## src/rtl/mkd_pkg.sv

```systemverilog
// Package for the Morse key decoder: codes, register map, letter table and lookup.
package mkd_pkg;

    // Field and register widths
    localparam int TICK_W       = 16;
    localparam int SYM_BITS_W   = 8;
    localparam int SYM_LEN_W    = 4;
    localparam int LETTER_W     = 5;
    localparam int KIND_W       = 2;
    localparam int APB_DATA_W   = 32;
    localparam int APB_ADDR_W   = 4;
    localparam int LETTER_COUNT = 26;

    // Default symbol limit and register reset values
    localparam int SYMBOL_MAX_DEF = 8;
    localparam logic [TICK_W-1:0] DASH_TICKS_RST = 16'd100;
    localparam logic [TICK_W-1:0] DOT_TICKS_RST  = 16'd50;
    localparam logic [TICK_W-1:0] GAP_TICKS_RST  = 16'd100;
    localparam logic [TICK_W-1:0] TICK_MAX       = 16'hFFFF;

    // Request type codes
    typedef enum logic
    {
        REQ_TICK = 1'b0,
        REQ_KEY  = 1'b1
    } req_kind_t;

    // Event kind codes
    typedef enum logic [KIND_W-1:0]
    {
        EV_DOT     = 2'd0,
        EV_DASH    = 2'd1,
        EV_LETTER  = 2'd2,
        EV_UNKNOWN = 2'd3
    } event_kind_t;

    // Register indexes (paddr word address)
    typedef enum logic [1:0]
    {
        REG_DASH_TICKS = 2'd0,
        REG_DOT_TICKS  = 2'd1,
        REG_GAP_TICKS  = 2'd2,
        REG_NONE       = 2'd3
    } reg_index_t;

    // Letter codes: bit i is symbol i, 1 = dash
    localparam logic [SYM_BITS_W-1:0] LETTER_BITS [LETTER_COUNT] = '{
        8'h02, 8'h01, 8'h05, 8'h01, 8'h00, 8'h04, 8'h03, 8'h00, 8'h00,
        8'h0E, 8'h05, 8'h02, 8'h03, 8'h01, 8'h07, 8'h06, 8'h0B, 8'h02,
        8'h00, 8'h01, 8'h04, 8'h08, 8'h06, 8'h09, 8'h0D, 8'h03
    };
    localparam logic [SYM_LEN_W-1:0] LETTER_LEN [LETTER_COUNT] = '{
        4'd2, 4'd4, 4'd4, 4'd3, 4'd1, 4'd4, 4'd3, 4'd4, 4'd2,
        4'd4, 4'd3, 4'd4, 4'd2, 4'd2, 4'd3, 4'd4, 4'd4, 4'd3,
        4'd3, 4'd1, 4'd3, 4'd4, 4'd3, 4'd4, 4'd4, 4'd4
    };

    // Lookup result
    typedef struct packed
    {
        logic                found;
        logic [LETTER_W-1:0] index;
    } letter_hit_t;

    // Find the first letter whose code and length match
    function automatic letter_hit_t find_letter(
        input logic [SYM_BITS_W-1:0] bits,
        input logic [SYM_LEN_W-1:0]  len
    );
        letter_hit_t hit;
        hit.found = 1'b0;
        hit.index = '0;
        for (int i = LETTER_COUNT - 1; i >= 0; i--)
        begin
            if (LETTER_LEN[i] == len && LETTER_BITS[i] == bits)
            begin
                hit.found = 1'b1;
                hit.index = LETTER_W'(i);
            end
        end
        return hit;
    endfunction

endpackage

```

## src/rtl/morse_key_decoder.sv

```systemverilog
// Morse key decoder top level: tick counter, symbol store, letter lookup, APB registers.
//
//  channel   direction  handshake            payload
//  in        request    in_valid/in_ready    req_type, key_released
//  out       result     out_valid/out_ready  event_kind, letter_index
//  apb       config     psel/penable/pready  paddr, pwrite, pwdata, prdata
//
// One request per cycle: each accepted request updates the counter and the
// symbol store and, when it causes a result, loads the result register in the
// same edge. A new request is taken while a result waits, as long as that
// result is being taken in the same cycle. Reset clears the counter, the
// symbol store and the result valid flag and loads the register defaults.
module morse_key_decoder #(
    parameter int SYMBOL_MAX = mkd_pkg::SYMBOL_MAX_DEF
) (
    input  logic                           clk,
    input  logic                           rst_n,
    // request channel
    input  logic                           in_valid,
    output logic                           in_ready,
    input  logic                           req_type,
    input  logic                           key_released,
    // result channel
    output logic                           out_valid,
    input  logic                           out_ready,
    output logic [mkd_pkg::KIND_W-1:0]     event_kind,
    output logic [mkd_pkg::LETTER_W-1:0]   letter_index,
    // configuration port
    input  logic                           psel,
    input  logic                           penable,
    input  logic                           pwrite,
    input  logic [mkd_pkg::APB_ADDR_W-1:0] paddr,
    input  logic [mkd_pkg::APB_DATA_W-1:0] pwdata,
    output logic [mkd_pkg::APB_DATA_W-1:0] prdata,
    output logic                           pready
);
    import mkd_pkg::*;

    localparam logic [SYM_LEN_W-1:0] SYM_LIMIT = SYM_LEN_W'(SYMBOL_MAX);

    logic [TICK_W-1:0]     dash_ticks_reg, dot_ticks_reg, gap_ticks_reg;
    logic [TICK_W-1:0]     tick_count_reg, tick_count_next;
    logic [SYM_BITS_W-1:0] sym_bits_reg, sym_bits_next;
    logic [SYM_LEN_W-1:0]  sym_len_reg, sym_len_next;
    logic                  out_valid_reg;
    logic [KIND_W-1:0]     kind_reg, kind_next;
    logic [LETTER_W-1:0]   letter_reg, letter_next;
    logic                  emit;
    logic                  accept;
    logic                  cfg_write;
    reg_index_t            reg_sel;
    letter_hit_t           hit;

    assign in_ready     = !out_valid_reg || out_ready;
    assign accept       = in_valid && in_ready;
    assign out_valid    = out_valid_reg;
    assign event_kind   = kind_reg;
    assign letter_index = letter_reg;
    assign pready       = 1'b1;
    assign cfg_write    = psel && penable && pwrite;
    assign reg_sel      = reg_index_t'(paddr[3:2]);
    assign hit          = find_letter(sym_bits_reg, sym_len_reg);

    // Decode register reads
    always_comb
    begin
        prdata = '0;
        unique case (reg_sel)
            REG_DASH_TICKS: prdata = APB_DATA_W'(dash_ticks_reg);
            REG_DOT_TICKS:  prdata = APB_DATA_W'(dot_ticks_reg);
            REG_GAP_TICKS:  prdata = APB_DATA_W'(gap_ticks_reg);
            default:        prdata = '0;
        endcase
    end

    // Work out the next state and result for one request
    always_comb
    begin
        tick_count_next = tick_count_reg;
        sym_bits_next   = sym_bits_reg;
        sym_len_next    = sym_len_reg;
        emit            = 1'b0;
        kind_next       = EV_DOT;
        letter_next     = '0;
        if (req_type == REQ_TICK)
        begin
            // advance the saturating tick counter
            if (tick_count_reg != TICK_MAX)
                tick_count_next = tick_count_reg + 1'b1;
        end
        else if (key_released)
        begin
            // append a dash or a dot on a long enough release
            if (tick_count_reg > dash_ticks_reg || tick_count_reg > dot_ticks_reg)
            begin
                emit            = 1'b1;
                tick_count_next = '0;
                kind_next       = (tick_count_reg > dash_ticks_reg) ? EV_DASH : EV_DOT;
                if (sym_len_reg < SYM_LIMIT)
                begin
                    if (kind_next == EV_DASH && sym_len_reg < 4'(SYM_BITS_W))
                        sym_bits_next[sym_len_reg[2:0]] = 1'b1;
                    sym_len_next = sym_len_reg + 1'b1;
                end
            end
        end
        else if (tick_count_reg > gap_ticks_reg)
        begin
            // end the letter: look it up and drop the store
            emit            = 1'b1;
            tick_count_next = '0;
            sym_bits_next   = '0;
            sym_len_next    = '0;
            if (hit.found)
            begin
                kind_next   = EV_LETTER;
                letter_next = hit.index;
            end
            else
            begin
                kind_next = EV_UNKNOWN;
            end
        end
    end

    // Hold registers, state and the result register
    always_ff @(posedge clk or negedge rst_n)
    begin
        if (!rst_n)
        begin
            dash_ticks_reg <= DASH_TICKS_RST;
            dot_ticks_reg  <= DOT_TICKS_RST;
            gap_ticks_reg  <= GAP_TICKS_RST;
            tick_count_reg <= '0;
            sym_bits_reg   <= '0;
            sym_len_reg    <= '0;
            out_valid_reg  <= 1'b0;
        end
        else
        begin
            if (cfg_write)
            begin
                unique case (reg_sel)
                    REG_DASH_TICKS: dash_ticks_reg <= pwdata[TICK_W-1:0];
                    REG_DOT_TICKS:  dot_ticks_reg  <= pwdata[TICK_W-1:0];
                    REG_GAP_TICKS:  gap_ticks_reg  <= pwdata[TICK_W-1:0];
                    default:        ;
                endcase
            end
            if (accept)
            begin
                tick_count_reg <= tick_count_next;
                sym_bits_reg   <= sym_bits_next;
                sym_len_reg    <= sym_len_next;
                out_valid_reg  <= emit;
            end
            else if (out_ready)
            begin
                out_valid_reg <= 1'b0;
            end
        end
    end

    // Load the result payload
    always_ff @(posedge clk)
    begin
        if (accept && emit)
        begin
            kind_reg   <= kind_next;
            letter_reg <= letter_next;
        end
    end

endmodule

```

## config.mk

```make
export PLATFORM = sky130hd
export DESIGN_NAME = morse_key_decoder
export DESIGN_NICKNAME = d
export VERILOG_FILES = /design/src/rtl/mkd_pkg.sv /design/src/rtl/morse_key_decoder.sv
export SDC_FILE = /design/constraint.sdc
export NUM_CORES = 1
export LEC_CHECK = 0
export ABC_AREA = 1
export BUFFER_PORTS_ARGS = -buffer_cell sky130_fd_sc_hd__buf_2
export CAP_MARGIN = 20
export CORE_MARGIN = 4
export CORE_UTILIZATION = 63
export DETAILED_ROUTE_END_ITERATION = 10
export PLACE_DENSITY = 0.9
export SETUP_SLACK_MARGIN = 0.05
export SYNTH_ARGS = -nofsm -noshare
export SYNTH_HDL_FRONTEND = slang
export SYNTH_SLANG_ARGS = --single-unit
export TNS_END_PERCENT = 20
```

## constraint.sdc

```tcl
create_clock -name clk -period 4.6 [get_ports clk]
set_input_delay 0.69 -clock clk [delete_from_list [all_inputs] [get_ports clk]]
set_output_delay 0.69 -clock clk [all_outputs]
set_load 0.02 [all_outputs]
```

==> flow_metrics.py <==
metrics = {
    "place": {
        "placed_area_um2": 6190,
        "dp_hpwl_mm": 10.5,
        "portBuffers": 51,
        "dp.cells": 933,
        "gp_congestion": 0.928,
        "dp_slack_ns": 2.01,
    },
    "drt": {
        "drt_pass1_iterations": 5,
        "drc": 0,
        "m1WireLength_mm": 6.13,
        "drt_wl_total_mm": 14.1,
        "routed-via-count": 5445,
        "wl_met3_um": 998,
        "post_drt_wl_per_cell_um": 14.8,
        "first_iter_violations": 393,
        "wl_met2_mm": 6.66,
        "viasPerCell": 5.73,
        "final_antenna_net_count": 0,
        "top_layer": "met4",
    },
    "pwr": {
        "powerDensity_nw_per_um2": 408,
        "ir_drop_mv": 0.207,
        "leakagePower_nw": 3.27,
        "total_power_mw": 2.62,
    },
    "worst_setup_path": {
        "worstPathMaxFanout": 32,
        "slowest_stage": "dfrtp_1",
        "startpoint_type": "flip-flop",
        "crit_buf_inv": 0,
        "cp-end-kind": "flip-flop",
        "r2r_start": "tick_count_reg[14]",
        "critPathRequiredTime_ns": 4.85,
        "r2r_slack_ns": 1.96,
        "worstSetupStartpoint": "tick_count_reg[14]",
        "r2r_cells": 9,
        "path_class": "reg -> reg",
        "worstReg2RegEnd": "tick_count_reg[7]",
        "crit_arrival_ns": 2.90,
        "slowest_delay_ns": 0.53,
        "critPathTopFamily": "simple AND/OR/NAND/NOR gates",
        "path_cells": "ha_1 > nand4_1 > nor3_2 > nand3b_1 > nand3_1 > nand2_1 > nand3_1 > nand3_2 > o21ai_0",
        "crit_top_cell": "nand3_1",
    },
    "clock_tree": {
        "cts_tree": "yes",
        "postCtsHoldBufs": 0,
        "insertion_delay_ns": 0.36,
        "h-tree-depth": 3,
        "root_buffer": "clkbuf_8",
        "numClockSinks": 84,
        "cts_buffers": 9,
        "path_clk_slew_ns": 0.09,
        "clockBufferDepth": 2,
        "cts_setup_buffers": 0,
        "cts_resized": 0,
    },
    "floorplan": {
        "rows": 35,
        "dieHeight_um": 105,
        "die_area_um2": 11100,
        "dieWidth_um": 105,
        "start_util_pct": 64.7,
        "fp.coreArea_um2": 9200,
        "ios": 87,
    },
    "sta": {
        "setup_tns_ns": 0,
        "finalHoldViolCount": 0,
        "whs_ns": 0.243,
        "setup_viol": 0,
        "max_freq_mhz": 378,
        "min_period_ns": 2.64,
        "worst_clock_skew_ns": 0.00825,
        "grt_setup_unrepaired": "false",
        "fin_ws_ns": 1.96,
        "tightest_slew_ns": 1.03,
        "maxSlewViolCount": 0,
        "fin_crit_sh_pct": 57.5,
        "max_slew_margin_pct": 31.0,
    },
    "logic_synthesis": {
        "netlist.area_leader.share_pct": 28.6,
        "synth_cell_types": 49,
        "ys.flop_type": "dfrtp_1",
        "synth_cells": 791,
        "syn-cell-area_um2": 5950,
        "syn_avg_cell_area_um2": 7.52,
        "async_flop_share_pct": 91.7,
        "ys_seq_area_share_pct": 36.1,
        "synth_edf_count": 7,
        "yosysTopAreaCell": "dfrtp_1",
        "netlist_top_cells_area": "dfrtp_1 29%, nand2_1 13%, ha_1 11%",
        "yosys_warnings": 0,
        "yosys_register_bits": 84,
    },
    "final_layout": {
        "syn2layout_area_growth_pct": 7.83,
        "fin_cells": 950,
        "diodes": 0,
        "drive_gt1_share_pct": 13.9,
        "final_util_pct": 69.7,
        "fin_nets": 932,
        "stdcell_area_um2": 6410,
    },
    "grt": {
        "antenna_found_initial": 0,
        "grt_usage_pct": 26.6,
        "grt_pass1_wl_mm": 24.1,
        "grt_start_max_net_pins": 78,
        "grt_pass1_vias": 5183,
        "grt-ovfl-total": 0,
    },
    "status": {
        "status": "finished, final reports clean",
    },
    "worst_hold_path": {
        "hold_path.class": "in -> async",
    },
    "run": {
        "max-cap-violations": 0,
    },
}
==> per-layer routing <==
| layer | vias up | track usage [%] |
|---|---|---|
| li1 | 2647 | - |
| met1 | 2546 | 35.9 |
| met2 | 222 | 43.8 |
| met3 | 30 | 4.01 |
| met4 | 0 | 9.18 |
| met5 | - | 0 |
==> layout by cell type (no fill, tap or decap), drive strengths merged, types with 3 or more instances in the layout <==
| master | count |
|---|---|
| nand2 | 215 |
| inv | 115 |
| o21ai | 84 |
| dfrtp | 68 |
| nor2 | 57 |
| ha | 53 |
| buf | 53 |
| nand3 | 34 |
| a21oi | 26 |
| nand4 | 18 |
| conb | 17 |
| o221ai | 15 |
| nor3 | 15 |
| clkbuf | 12 |
| dfstp | 9 |
| or2 | 8 |
| xor2 | 7 |
| edfxtp | 7 |
| o21a | 4 |
| nor4 | 3 |
| clkinv | 3 |
==> power by group <==
part	total (mW)	internal, mW	switching (mW)
registers	1.04	0.896	0.144
clock network	0.508	0.231	0.277
logic	1.07	0.370	0.701
==> synthesized netlist by cell type (2+ instances only) <==
cell      count
nand3b_1      2
o21ai_2       4
o21ai_0      73
nor2_2        5
inv_1       110
o21ai_1       7
nand4_2       2
buf_4        20
ha_1         53
nand2_2       5
nand2_1     207
clkbuf_1     14
nor2_4        2
nor3_2        2
nand3_2       2
xor2_1        7
dfstp_2       9
nor4_1        3
edfxtp_1      7
o221ai_1     15
nand3_1      32
o21a_1        4
a21oi_1      26
or2_2         7
conb_1        2
nor2_1       49
nand2_4       3
nor3_1       12
o21bai_1      2
inv_2         3
nand4_1      16
dfrtp_1      68
inv_4         2
==> area by class of cell <==
class	count	area (um^2)
fill	754	2790
sequential	84	2150
tap	111	139
multi-input combinational	570	3200
timing repair buffer	53	293
inverter	116	440
clock inverter	4	32.5
clock buffer	12	156
==> how the worst max path moves through the flow <==
| stage | end | slack (ns) | cells past startpoint |
|---|---|---|---|
| after floorplan | prdata[10] | 2.35 | 5 |
| after global placement | sym_bits_reg[0] | 2.02 | 13 |
| after detailed placement | sym_bits_reg[6] | 2.01 | 13 |
| after CTS | sym_bits_reg[0] | 1.99 | 11 |
| after global routing | tick_count_reg[7] | 1.67 | 11 |
| final | tick_count_reg[7] | 1.96 | 9 |
==> kinds of logic after synthesis <==
family | after synthesis | share of synthesized area (%)
fa+ha+maj | 53 | 11.2
xor+xnor | 8 | 1.18
flops | 84 | 36.1
simple gates | 354 | 26.9
other cells | 2 | 0.126
compound gates | 138 | 13.6
buf+inv | 152 | 11.0
Power figures use the tool's default switching activity.
